<file path="config.mk">
export PLATFORM = sky130hd
export DESIGN_NAME = double_ended_stack_allocator
export DESIGN_NICKNAME = d
export VERILOG_FILES = /design/src/rtl/core/dsa_pkg.sv /design/src/rtl/core/dsa_ctrl.sv /design/src/rtl/core/dsa_dpath.sv /design/src/rtl/core/double_ended_stack_allocator.sv
export SDC_FILE = /design/constraint.sdc
export NUM_CORES = 2
export LEC_CHECK = 0
export BUFFER_PORTS_ARGS = -buffer_cell sky130_fd_sc_hd__buf_2
export CORE_ASPECT_RATIO = 0.7
export CORE_MARGIN = 5
export CORE_UTILIZATION = 47
export DETAILED_ROUTE_END_ITERATION = 10
export GPL_ROUTABILITY_DRIVEN = 0
export GPL_TIMING_DRIVEN = 1
export PLACE_DENSITY = 0.66
export SETUP_SLACK_MARGIN = 0.02
export SYNTH_ARGS = -nofsm -noshare
export SYNTH_HDL_FRONTEND = slang
export SYNTH_SLANG_ARGS = --single-unit
export TNS_END_PERCENT = 30
</file>
<file path="constraint.sdc">
create_clock -name clock -period 22.5 [get_ports clock]
set_input_delay 4.5 -clock clock [delete_from_list [all_inputs] [get_ports clock]]
set_output_delay 4.5 -clock clock [all_outputs]
set_load 0.02 [all_outputs]
</file>
<file path="src/rtl/core/dsa_pkg.sv">
package dsa_pkg;

   // Offset arithmetic width inside the managed region
   localparam int OFF_W   = 29;
   localparam int SUM_W   = OFF_W + 2;
   localparam int ADDR_W  = 32;
   localparam int SIZE_W  = 28;
   localparam int TOTAL_W = 29;

   localparam int PERM_ALIGN = 31;
   localparam int TEMP_ALIGN = 7;
   localparam int HDR_BYTES  = 8;

   localparam int CSR_ADDR_W = 3;
   localparam int CSR_DATA_W = 32;

   localparam logic [TOTAL_W-1:0] TOTAL_RESET = TOTAL_W'(134217728);

   // Request codes
   localparam logic [2:0] OP_ALLOC_PERM = 3'd0;
   localparam logic [2:0] OP_ALLOC_TEMP = 3'd1;
   localparam logic [2:0] OP_FREE_TEMP  = 3'd2;
   localparam logic [2:0] OP_CLR_TEMP   = 3'd3;
   localparam logic [2:0] OP_SET_MARK   = 3'd4;
   localparam logic [2:0] OP_CLR_MARK   = 3'd5;
   localparam logic [2:0] OP_CLR_ALL    = 3'd6;

   // Permanent side preference
   localparam logic [1:0] PREF_LOW  = 2'd0;
   localparam logic [1:0] PREF_HIGH = 2'd1;
   localparam logic [1:0] PREF_ANY  = 2'd2;

   // Result status codes
   localparam logic [1:0] STATUS_OK       = 2'd0;
   localparam logic [1:0] STATUS_NO_SPACE = 2'd1;
   localparam logic [1:0] STATUS_NOT_TOP  = 2'd2;

   // Register index (word address bit)
   localparam logic REG_BASE  = 1'b0;
   localparam logic REG_TOTAL = 1'b1;

   typedef struct packed {
      logic [2:0]         req_type;
      logic [SIZE_W-1:0]  alloc_size;
      logic [1:0]         preference;
      logic [ADDR_W-1:0]  buffer_address;
      logic [TOTAL_W-1:0] recorded_size;
   } dsa_req_type;

   typedef struct packed {
      logic [1:0]         status;
      logic [ADDR_W-1:0]  address;
      logic [TOTAL_W-1:0] remaining;
      logic               mark_set;
   } dsa_rsp_type;

   typedef enum logic [2:0] {
      ST_IDLE,
      ST_SWAP,
      ST_CHECK,
      ST_COMMIT,
      ST_USAGE,
      ST_REPORT
   } dsa_state_type;

   typedef struct packed {
      logic load;
      logic swap;
      logic check;
      logic commit;
      logic usage;
      logic report;
   } dsa_cmd_type;

   typedef struct packed {
      logic fail;
   } dsa_stat_type;

endpackage

</file>
<file path="src/rtl/core/dsa_ctrl.sv">
module dsa_ctrl (
   input  logic                  clock,
   input  logic                  reset,
   input  logic                  start,
   input  dsa_pkg::dsa_stat_type stat,
   output logic                  busy,
   output dsa_pkg::dsa_cmd_type  cmd
);
   import dsa_pkg::*;

   dsa_state_type state_ff;
   dsa_state_type state_in;

   always_ff @(posedge clock) begin
      if (reset) begin
         state_ff <= ST_IDLE;
      end else begin
         state_ff <= state_in;
      end
   end

   always_comb begin
      state_in = state_ff;
      unique case (state_ff)
         ST_IDLE: begin
            if (start) begin
               state_in = ST_SWAP;
            end
         end
         ST_SWAP:   state_in = ST_CHECK;
         // skip the commit when the space check fails or a free is larger than the temp stack
         ST_CHECK:  state_in = stat.fail ? ST_USAGE : ST_COMMIT;
         ST_COMMIT: state_in = ST_USAGE;
         ST_USAGE:  state_in = ST_REPORT;
         ST_REPORT: state_in = ST_IDLE;
         default:   state_in = ST_IDLE;
      endcase
   end

   always_comb begin
      busy       = 1'b1;
      cmd        = '0;
      unique case (state_ff)
         ST_IDLE: begin
            busy     = 1'b0;
            cmd.load = start;
         end
         ST_SWAP:   cmd.swap   = 1'b1;
         ST_CHECK:  cmd.check  = 1'b1;
         ST_COMMIT: cmd.commit = 1'b1;
         ST_USAGE:  cmd.usage  = 1'b1;
         ST_REPORT: cmd.report = 1'b1;
         default:   busy       = 1'b1;
      endcase
   end

endmodule

</file>
<file path="src/rtl/core/dsa_dpath.sv">
module dsa_dpath (
   input  logic                                clock,
   input  logic                                reset,
   input  dsa_pkg::dsa_cmd_type                cmd,
   output dsa_pkg::dsa_stat_type               stat,
   input  dsa_pkg::dsa_req_type                req_data,
   input  logic [dsa_pkg::ADDR_W-1:0]          base_addr,
   input  logic [dsa_pkg::TOTAL_W-1:0]         total_size,
   output logic                                rsp_valid,
   output dsa_pkg::dsa_rsp_type                rsp_data
);
   import dsa_pkg::*;

   // Allocator state
   logic [OFF_W-1:0] low_mark_ff,  low_mark_in;
   logic [OFF_W-1:0] low_perm_ff,  low_perm_in;
   logic [OFF_W-1:0] low_temp_ff,  low_temp_in;
   logic [OFF_W-1:0] low_hw_ff,    low_hw_in;
   logic [OFF_W-1:0] high_mark_ff, high_mark_in;
   logic [OFF_W-1:0] high_perm_ff, high_perm_in;
   logic [OFF_W-1:0] high_temp_ff, high_temp_in;
   logic [OFF_W-1:0] high_hw_ff,   high_hw_in;
   logic             perm_low_ff,  perm_low_in;

   // Working registers for one request
   logic [2:0]        op_ff,     op_in;
   logic [1:0]        pref_ff,   pref_in;
   logic [OFF_W-1:0]  size_ff,   size_in;
   logic [OFF_W-1:0]  rsz_ff,    rsz_in;
   logic [ADDR_W-1:0] hdr_ff,    hdr_in;
   logic              plow_ff,   plow_in;
   logic              fail_ff,   fail_in;
   logic [OFF_W-1:0]  noff_ff,   noff_in;
   logic [1:0]        status_ff, status_in;
   logic [ADDR_W-1:0] addr_ff,   addr_in;
   logic [OFF_W:0]    used_ff,   used_in;
   logic [ADDR_W-1:0] end_ff;
   logic              rsp_valid_ff, rsp_valid_in;
   dsa_rsp_type       rsp_ff,    rsp_in;

   logic [OFF_W-1:0]  perm_round;
   logic [OFF_W-1:0]  temp_round;
   logic              try_swap;
   logic [OFF_W-1:0]  perm_p, perm_h, oth_p, oth_t, oth_h;
   logic signed [OFF_W:0] waste_oth, waste_perm;
   logic              swap_ok;
   logic [OFF_W-1:0]  p_pi, p_ti, t_ti;
   logic [SUM_W-1:0]  need_perm, need_temp;
   logic              fail_c;
   logic              use_low;
   logic [OFF_W-1:0]  addr_off;
   logic [ADDR_W-1:0] addr_sum;
   logic [OFF_W-1:0]  lo_use, hi_use;

   // Rounded sizes: temp includes its header
   assign perm_round = (OFF_W'(req_data.alloc_size) + OFF_W'(PERM_ALIGN))
                       & ~OFF_W'(PERM_ALIGN);
   assign temp_round = (OFF_W'(req_data.alloc_size) + OFF_W'(TEMP_ALIGN + HDR_BYTES))
                       & ~OFF_W'(TEMP_ALIGN);

   // Swap decision, evaluated on the current roles
   assign try_swap = (op_ff == OP_ALLOC_TEMP) ||
                     ((op_ff == OP_ALLOC_PERM) &&
                      ((pref_ff == PREF_ANY) ||
                       ((pref_ff == PREF_LOW) && !perm_low_ff) ||
                       ((pref_ff == PREF_HIGH) && perm_low_ff)));
   assign perm_p = perm_low_ff ? low_perm_ff  : high_perm_ff;
   assign perm_h = perm_low_ff ? low_hw_ff    : high_hw_ff;
   assign oth_p  = perm_low_ff ? high_perm_ff : low_perm_ff;
   assign oth_t  = perm_low_ff ? high_temp_ff : low_temp_ff;
   assign oth_h  = perm_low_ff ? high_hw_ff   : low_hw_ff;
   assign waste_oth  = $signed({1'b0, oth_h})  - $signed({1'b0, oth_p});
   assign waste_perm = $signed({1'b0, perm_h}) - $signed({1'b0, perm_p});
   assign swap_ok = try_swap && (oth_t == oth_p) && (waste_oth > waste_perm);

   // Operands on the working roles
   assign p_pi = plow_ff ? low_perm_ff  : high_perm_ff;
   assign p_ti = plow_ff ? high_perm_ff : low_perm_ff;
   assign t_ti = plow_ff ? high_temp_ff : low_temp_ff;

   assign need_perm = SUM_W'(low_temp_ff) + SUM_W'(high_temp_ff) + SUM_W'(size_ff);
   assign need_temp = SUM_W'(t_ti) + SUM_W'(p_pi) + SUM_W'(size_ff);

   always_comb begin
      case (op_ff)
         OP_ALLOC_PERM: fail_c = need_perm > SUM_W'(total_size);
         OP_ALLOC_TEMP: fail_c = need_temp > SUM_W'(total_size);
         OP_FREE_TEMP:  fail_c = rsz_ff > t_ti;
         default:       fail_c = 1'b0;
      endcase
   end

   assign stat.fail = fail_c;

   // Shared address adder: low end counts up from base, high end down from the end
   always_comb begin
      case (op_ff)
         OP_ALLOC_PERM: begin
            use_low  = plow_ff;
            addr_off = plow_ff ? low_perm_ff : noff_ff;
         end
         OP_ALLOC_TEMP: begin
            use_low  = !plow_ff;
            addr_off = plow_ff ? noff_ff : low_temp_ff;
         end
         default: begin
            use_low  = !plow_ff;
            addr_off = plow_ff ? high_temp_ff : noff_ff;
         end
      endcase
   end

   assign addr_sum = use_low ? (base_addr + ADDR_W'(addr_off))
                             : (end_ff - ADDR_W'(addr_off));

   assign lo_use = (low_perm_ff > low_temp_ff)   ? low_perm_ff  : low_temp_ff;
   assign hi_use = (high_perm_ff > high_temp_ff) ? high_perm_ff : high_temp_ff;

   always_comb begin
      low_mark_in  = low_mark_ff;
      low_perm_in  = low_perm_ff;
      low_temp_in  = low_temp_ff;
      low_hw_in    = low_hw_ff;
      high_mark_in = high_mark_ff;
      high_perm_in = high_perm_ff;
      high_temp_in = high_temp_ff;
      high_hw_in   = high_hw_ff;
      perm_low_in  = perm_low_ff;
      op_in        = op_ff;
      pref_in      = pref_ff;
      size_in      = size_ff;
      rsz_in       = rsz_ff;
      hdr_in       = hdr_ff;
      plow_in      = plow_ff;
      fail_in      = fail_ff;
      noff_in      = noff_ff;
      status_in    = status_ff;
      addr_in      = addr_ff;
      used_in      = used_ff;
      rsp_in       = rsp_ff;
      rsp_valid_in = cmd.report;

      if (cmd.load) begin
         op_in     = req_data.req_type;
         pref_in   = req_data.preference;
         size_in   = (req_data.req_type == OP_ALLOC_TEMP) ? temp_round : perm_round;
         rsz_in    = OFF_W'(req_data.recorded_size);
         hdr_in    = req_data.buffer_address - ADDR_W'(HDR_BYTES);
         status_in = STATUS_OK;
         addr_in   = '0;
      end

      if (cmd.swap) begin
         plow_in = swap_ok ? !perm_low_ff : perm_low_ff;
      end

      if (cmd.check) begin
         fail_in = fail_c;
         case (op_ff)
            OP_ALLOC_PERM: noff_in = p_pi + size_ff;
            OP_ALLOC_TEMP: noff_in = t_ti + size_ff;
            OP_FREE_TEMP:  noff_in = t_ti - rsz_ff;
            default:       noff_in = '0;
         endcase
         if (fail_c) begin
            status_in = (op_ff == OP_FREE_TEMP) ? STATUS_NOT_TOP : STATUS_NO_SPACE;
         end
      end

      if (cmd.commit) begin
         case (op_ff)
            OP_ALLOC_PERM: begin
               addr_in     = addr_sum;
               perm_low_in = plow_ff;
               if (plow_ff) begin
                  low_perm_in = noff_ff;
                  low_temp_in = noff_ff;
               end else begin
                  high_perm_in = noff_ff;
                  high_temp_in = noff_ff;
               end
            end
            OP_ALLOC_TEMP: begin
               addr_in     = addr_sum;
               perm_low_in = plow_ff;
               if (plow_ff) begin
                  high_temp_in = noff_ff;
                  if (noff_ff > high_hw_ff) begin
                     high_hw_in = noff_ff;
                  end
               end else begin
                  low_temp_in = noff_ff;
                  if (noff_ff > low_hw_ff) begin
                     low_hw_in = noff_ff;
                  end
               end
            end
            OP_FREE_TEMP: begin
               // pop only when the header sits at the top of the temp stack
               if (hdr_ff == addr_sum) begin
                  if (plow_ff) begin
                     high_temp_in = noff_ff;
                  end else begin
                     low_temp_in = noff_ff;
                  end
               end else begin
                  status_in = STATUS_NOT_TOP;
               end
            end
            OP_CLR_TEMP: begin
               if (plow_ff) begin
                  high_temp_in = p_ti;
               end else begin
                  low_temp_in = p_ti;
               end
            end
            OP_SET_MARK: begin
               low_mark_in  = low_perm_ff;
               high_mark_in = high_perm_ff;
            end
            OP_CLR_MARK: begin
               low_perm_in  = low_mark_ff;
               low_temp_in  = low_mark_ff;
               high_perm_in = high_mark_ff;
               high_temp_in = high_mark_ff;
            end
            OP_CLR_ALL: begin
               low_mark_in  = '0;
               low_perm_in  = '0;
               low_temp_in  = '0;
               low_hw_in    = '0;
               high_mark_in = '0;
               high_perm_in = '0;
               high_temp_in = '0;
               high_hw_in   = '0;
               perm_low_in  = 1'b1;
            end
            default: begin
               addr_in = addr_ff;
            end
         endcase
      end

      if (cmd.usage) begin
         // step past the header of a granted temp buffer
         if ((op_ff == OP_ALLOC_TEMP) && !fail_ff) begin
            addr_in = addr_ff + ADDR_W'(HDR_BYTES);
         end
         used_in = {1'b0, lo_use} + {1'b0, hi_use};
      end

      if (cmd.report) begin
         rsp_in.status    = status_ff;
         rsp_in.address   = addr_ff;
         rsp_in.remaining = (used_ff >= (OFF_W + 1)'(total_size)) ? '0
                            : TOTAL_W'((OFF_W + 1)'(total_size) - used_ff);
         rsp_in.mark_set  = (low_mark_ff != '0) || (high_mark_ff != '0);
      end
   end

   always_ff @(posedge clock) begin
      if (reset) begin
         low_mark_ff  <= '0;
         low_perm_ff  <= '0;
         low_temp_ff  <= '0;
         low_hw_ff    <= '0;
         high_mark_ff <= '0;
         high_perm_ff <= '0;
         high_temp_ff <= '0;
         high_hw_ff   <= '0;
         perm_low_ff  <= 1'b1;
         rsp_valid_ff <= 1'b0;
      end else begin
         low_mark_ff  <= low_mark_in;
         low_perm_ff  <= low_perm_in;
         low_temp_ff  <= low_temp_in;
         low_hw_ff    <= low_hw_in;
         high_mark_ff <= high_mark_in;
         high_perm_ff <= high_perm_in;
         high_temp_ff <= high_temp_in;
         high_hw_ff   <= high_hw_in;
         perm_low_ff  <= perm_low_in;
         rsp_valid_ff <= rsp_valid_in;
      end
   end

   always_ff @(posedge clock) begin
      op_ff     <= op_in;
      pref_ff   <= pref_in;
      size_ff   <= size_in;
      rsz_ff    <= rsz_in;
      hdr_ff    <= hdr_in;
      plow_ff   <= plow_in;
      fail_ff   <= fail_in;
      noff_ff   <= noff_in;
      status_ff <= status_in;
      addr_ff   <= addr_in;
      used_ff   <= used_in;
      rsp_ff    <= rsp_in;
      end_ff    <= base_addr + ADDR_W'(total_size);
   end

   assign rsp_valid = rsp_valid_ff;
   assign rsp_data  = rsp_ff;

endmodule

</file>
<file path="src/rtl/core/double_ended_stack_allocator.sv">
// Channel   Ports                                    Direction  Handshake
// request   start, busy, req_data                    in         start & !busy
// result    rsp_valid, rsp_data                      out        one-cycle strobe
// config    psel, penable, pwrite, paddr, pwdata,    in/out     APB, pready tied high
//           prdata, pready
//
// A request runs from its accepting edge through the swap, check, commit, usage and report
// steps before the next can be accepted (commit is skipped when an allocation runs out of
// space or a free is larger than the temp stack; a free whose header is not on top still
// takes the commit step); the sequencer walks these steps over a single set of offset adders.
// The result strobe is high in the cycle after the report step, during which the
// next request may already be accepted. The receiver cannot stall results.
// Synchronous reset empties both stacks, makes the low end permanent, zeroes the
// base address and sets the region size to 128 MiB.
module double_ended_stack_allocator (
   input  logic                               clock,
   input  logic                               reset,
   input  logic                               start,
   output logic                               busy,
   input  dsa_pkg::dsa_req_type               req_data,
   output logic                               rsp_valid,
   output dsa_pkg::dsa_rsp_type               rsp_data,
   input  logic                               psel,
   input  logic                               penable,
   input  logic                               pwrite,
   input  logic [dsa_pkg::CSR_ADDR_W-1:0]     paddr,
   input  logic [dsa_pkg::CSR_DATA_W-1:0]     pwdata,
   output logic [dsa_pkg::CSR_DATA_W-1:0]     prdata,
   output logic                               pready
);
   import dsa_pkg::*;

   logic [ADDR_W-1:0]  base_ff,  base_in;
   logic [TOTAL_W-1:0] total_ff, total_in;
   logic               csr_wr;
   logic               csr_sel;
   dsa_cmd_type        cmd;
   dsa_stat_type       stat;

   assign pready  = 1'b1;
   assign csr_wr  = psel && penable && pwrite;
   assign csr_sel = paddr[CSR_ADDR_W-1];

   always_comb begin
      base_in  = base_ff;
      total_in = total_ff;
      if (csr_wr) begin
         unique case (csr_sel)
            REG_BASE:  base_in  = pwdata;
            REG_TOTAL: total_in = pwdata[TOTAL_W-1:0];
            default:   base_in  = base_ff;
         endcase
      end
   end

   always_comb begin
      unique case (csr_sel)
         REG_BASE:  prdata = base_ff;
         REG_TOTAL: prdata = CSR_DATA_W'(total_ff);
         default:   prdata = '0;
      endcase
   end

   always_ff @(posedge clock) begin
      if (reset) begin
         base_ff  <= '0;
         total_ff <= TOTAL_RESET;
      end else begin
         base_ff  <= base_in;
         total_ff <= total_in;
      end
   end

   dsa_ctrl u_ctrl (
      .clock (clock),
      .reset (reset),
      .start (start),
      .stat  (stat),
      .busy  (busy),
      .cmd   (cmd)
   );

   dsa_dpath u_dpath (
      .clock      (clock),
      .reset      (reset),
      .cmd        (cmd),
      .stat       (stat),
      .req_data   (req_data),
      .base_addr  (base_ff),
      .total_size (total_ff),
      .rsp_valid  (rsp_valid),
      .rsp_data   (rsp_data)
   );

endmodule

</file>
# After elaboration in Yosys (flattened, before gate mapping)
# Cells that the tools add are included.
dict set report totals {
  ff_bits 584
  out_inout_bits 99
  inputBits 135
}
dict set report op_classes {
  mux 64
  reduce_logical 37
  eq_ne 26
  order_cmp 9
  addsub 18
  n_bitwise 1
}
# cell count
set ops {}
lappend ops {{2-to-1 mux 29 bit} 26}
lappend ops {{one-hot mux 29 bit (6 select lines)} 2}
lappend ops {{one-hot mux 29 bit (2 select lines)} 5}
lappend ops {{one-hot mux 29 bit (3 select lines)} 3}
lappend ops {{2-to-1 mux 32 bit} 5}
lappend ops {{> comparator 29 bit} 5}
lappend ops {{one-hot mux 32 bit (2 select lines)} 2}
lappend ops {{adder 29 x 29 -> 30 bit} 3}
lappend ops {{adder 32 x 29 -> 32 bit} 2}
lappend ops {{adder 31 x 29 -> 31 bit} 2}
lappend ops {{> comparator 31 x 29 -> 1 bit} 2}
lappend ops {{subtractor 29 x 29 -> 30 bit} 2}
lappend ops {{adder 29 bit} 2}
lappend ops {{nonzero test 29 bit} 2}
lappend ops {{subtractor 29 bit} 2}
lappend ops {{adder 32 x 4 -> 32 bit (second input constant)} 1}
lappend ops {{== test 32 bit} 1}
lappend ops {{subtractor 32 x 29 -> 32 bit} 1}
lappend ops {{subtractor 32 x 4 -> 32 bit (second input constant)} 1}
lappend ops {{>= comparator 30 x 29 -> 1 bit} 1}
lappend ops {{> comparator 30 bit} 1}
lappend ops {{adder 28 x 4 -> 29 bit (second input constant)} 1}
lappend ops {{adder 28 x 5 -> 29 bit (second input constant)} 1}
lappend ops {{== test 29 bit} 1}
lappend ops {{other kinds (27)} 81}

# Logic depth before layout (Yosys ltp)
dict set report logic_depth {
  ltp_word 10
  ltp_mapped 43
}

# Hierarchy
# Synthesis repeated with hierarchy kept, for this count alone.
dict set report unflattened {
  cells_unflattened 6077
  hier_area_um2 51376.8
}
# module area_each_um2 cells_per_inst n_inst
set modules_own_cells {}
lappend modules_own_cells {dsa_dpath 48257.5 5779 1}
lappend modules_own_cells {double_ended_stack_allocator 2924.1 275 1}
lappend modules_own_cells {dsa_ctrl 195.2 23 1}

# Worst setup path after synthesis
# Ideal clock, no wire load.
dict set report synth_path {
  path_type {input to output}
  start {in paddr[2] in the netlist's numbering}
  end {out prdata[10] in the netlist's numbering}
  path_buffers 2
  setup_slack_ns 12.456
  required_ns 18.000
  stages 3
  arrival_time_ns 5.544
  cell_sequence {clkbuf_1 -> buf_1 -> mux2_2}
}
dict set report synth_via {
  elab_chain_len 2
}
# item line
set synth_lines {}
lappend synth_lines {{start, declared} double_ended_stack_allocator.sv:26} ;# input logic [dsa_pkg::CSR_ADDR_W-1:0] paddr,
lappend synth_lines {{inverter 1 bit (no source line)} n/a}
lappend synth_lines {{one-hot mux 32 bit (2 select lines) (*)} double_ended_stack_allocator.sv:57} ;# unique case (csr_sel)
lappend synth_lines {{end, declared} double_ended_stack_allocator.sv:28} ;# output logic [dsa_pkg::CSR_DATA_W-1:0] prdata,
# Mark *: on every way between the ends. The rest lies on a longest branch, timed or not.

# Final worst setup path
dict set report layout_path {
  start {in paddr[2] in the netlist's numbering}
  end {out prdata[18] in the netlist's numbering}
}
# Same word-level chain as after synthesis.

==> flow_metrics.py <==
metrics = {
    "route": {
        "dr.pass1.iters": 7,
        "drt_wl_total_um": 209000,
        "drc": 0,
        "detail-route-antenna-nets": 0,
        "drt_iter0_drc": 7939,
        "wl_per_cell_um": 25.5,
        "vias": 52600,
        "viasPerCell": 6.43,
    },
    "grt": {
        "grt_pass1_vias": 46500,
        "grt_max_degree": 133,
        "grt_overflow_total": 0,
        "grtUsageTotal": 0.323,
        "antenna_found_initial": 8,
        "grt_pass1_wl_um": 302000,
    },
    "cts": {
        "h-tree-depth": 3,
        "cts_hold_buf": 0,
        "numCtsBuffers": 66,
        "clk_pin_slew_ps": 60,
        "ctsResizeCount": 0,
        "clk_latency_ps": 710,
        "ctsRootBufferMaster": "clkbuf_16",
        "cts_tree": "built",
        "clk_path_buf_depth": 3,
        "cts.sinks": 581,
        "post-cts-setup-buffers": 0,
    },
    "logic_synthesis": {
        "synthTopCellsByArea": "ha_1 14%, dfxtp_1 13%, edfxtp_1 12%, a21oi_1 5.6%, nand2_1 4.1%",
        "syn_inst": 6528,
        "synth_edf_count": 220,
        "synth_top_cell_area_share": 0.140,
        "ys_types": 98,
        "syn-cell-area_um2": 53800,
        "synth_seq_area_share": 0.257,
        "ys.flop_type": "dfxtp_1",
        "yosysWarnings": 0,
        "avgSynthCellArea_um2": 8.24,
        "synthesis.nets": 7278,
        "yosysTopAreaCell": "ha_1",
        "ys_seq_elements": 581,
        "async_flop_share": 0,
    },
    "sta": {
        "slew_headroom": 0.149,
        "min_period_ps": 10190,
        "setup_tns_ps": 0,
        "clock_skew_ps": 43.4,
        "setup_violations": 0,
        "fin_crit_sh": 0.453,
        "rsz0062_at_grt": "false",
        "fmax_mhz": 98.2,
        "hold_viol_final": 0,
        "tightest_slew_ps": 1260,
        "slew_viol_final": 0,
    },
    "outcome": {
        "status": "finished clean",
    },
    "critical_path": {
        "critical_path_class": "in2out",
        "slowest_stage": "buf_2",
        "r2r_end": "u_dpath.status_ff[0]",
        "reg2reg_depth": 39,
        "end_kind": "primary output",
        "crit_arrival_ps": 5690,
        "worstPathCellList": "buf_2, mux2_2, buf_2",
        "reg2reg_slack_ps": 12520,
        "slowest_delay_ps": 580,
        "r2r-start": "u_dpath.plow_ff",
        "worst-path-max-fanout": 36,
        "worstPathRequired_ps": 18000,
        "cp_common_cell": "buf_2",
        "critPathLaunchType": "primary input",
    },
    "die": {
        "rows": 103,
        "die_height_um": 293,
        "coreArea_um2": 113000,
        "start_util": 0.475,
        "dieArea_um2": 121000,
        "io_pins": 234,
        "die_w_um": 414,
    },
    "placed_design": {
        "dpl.hpwl_um": 162000,
        "numPortBuffers": 230,
    },
    "power_and_ir_drop": {
        "power_leakage_uw": 0.0261,
        "powerDensity_nw_per_um2": 58.1,
        "irDropWorstVdd_uv": 59.2,
        "p_total_uw": 3420,
    },
    "layout": {
        "area_delta_synth_final_pct": 9.33,
        "drive_gt1_frac": 0.105,
        "fill_cells": 10700,
        "multi_input_comb_area_um2": 37500,
        "most-common-layout-cells": "603 x a21oi_1, 602 x ha_1, 588 x nand2_1",
        "regArea_um2": 13800,
        "nets": 7362,
        "layout_commonest_cell": "a21oi_1",
    },
    "hold_path": {
        "holdCritStartpoint": "u_dpath.addr_ff[31]",
        "hp-class": "reg2reg",
        "hold_depth": 0,
        "hold_path_end": "u_dpath.rsp_data[61]",
    },
    "job": {
        "drv_cap": 0,
    },
}
area by class of cell:
class                   instances  share of cell area
well taps                    1522              0.0324
clock buffers                  94              0.0328
clock inverters                24             0.00515
flip-flops and latches        581               0.235
multi-input cells            5266               0.637
repair buffers                339              0.0341
inverters                     358              0.0229
diodes                          6            0.000255
cell usage after synthesis, drive strengths merged, types with 93 or more instances:
cell	count
a211oi	147
a21o	251
a21oi	606
clkbuf	252
dfxtp	361
edfxtp	220
ha	602
inv	357
mux2	141
mux2i	214
nand2	591
nand3	105
nand4	93
nor2	469
nor2b	127
nor3	97
o21a	100
o21ai	313
xnor2	250
xor2	146
flip-flops by register name (all words and copies together) (netlist names), 2 cells and up:
register and flops:
u_dpath.low_mark_ff 29, u_dpath.addr_ff 32, u_dpath.hdr_ff 32, u_dpath.used_ff 30, u_dpath.high_perm_ff 29, u_dpath.status_ff 2
u_dpath.low_hw_ff 29, u_dpath.high_temp_ff 29, u_dpath.size_ff 26, u_dpath.low_perm_ff 29, u_dpath.rsp_data 64, u_dpath.low_temp_ff 29
u_dpath.pref_ff 2, u_dpath.noff_ff 29, u_ctrl.state_ff 3, u_dpath.rsz_ff 29, u_dpath.high_mark_ff 29, u_dpath.op_ff 3
u_dpath.end_ff 32, base_ff 32, total_ff 29, u_dpath.high_hw_ff 29
layer usage:
metal,GRT usage,vias up,wire length (um)
met5,0,-,52
li1,-,24000,-
met1,0.486,24800,91900
met4,0.108,6,8070
met2,0.408,3394,74900
met3,0.132,346,34000
power by group:
| group | leakage (uW) | switching, uW | internal (uW) |
|---|---|---|---|
| Clock | 0.00110 | 511 | 643 |
| Sequential | 0.00500 | 52.4 | 1140 |
| Combinational | 0.0200 | 682 | 391 |
| Total | 0.0261 | 1250 | 2170 |
worst max-delay path: cells and delay by family:
family	cells	cell delay, ps
buf+inv	2	750
mux	1	430
worst max-delay path by stage:
stage,from,to,slack (ps)
detailed placement,paddr[2],prdata[17],12330
CTS,paddr[2],prdata[17],12330
finish,paddr[2],prdata[18],12310
global route,u_dpath.plow_ff,u_dpath.status_ff[0],11920
floorplan,paddr[2],prdata[10],12460
global placement,paddr[2],prdata[18],12340
per-stage QoR:
stage	setup slack [ps]	instances	utilization	area, um2	hold slack [ps]
after floorplan	12460	6528	-	53800	408
after global placement	12340	8066	0.500	56600	448
after detailed placement	12330	8066	0.500	56600	446
after CTS	12330	8184	0.520	58800	467
after global routing	11920	8186	0.520	58800	495
final	12310	8190	0.520	58800	460
cell families (layout without fill, tap and decap cells):
logic type | Yosys count | count (layout) | synth area share
multiplexers | 355 | 355 | 0.0693
AND/OR/NAND/NOR | 1920 | 1920 | 0.173
AO/OA/AOI/OAI | 1978 | 1978 | 0.241
other | 1 | 7 | 0.0000697
flip-flops | 581 | 581 | 0.257
adder cells (fa/ha/maj) | 616 | 616 | 0.145
XOR/XNOR | 396 | 396 | 0.0645
buffers and inverters | 681 | 815 | 0.0496
Power figures use the tool's default switching activity.
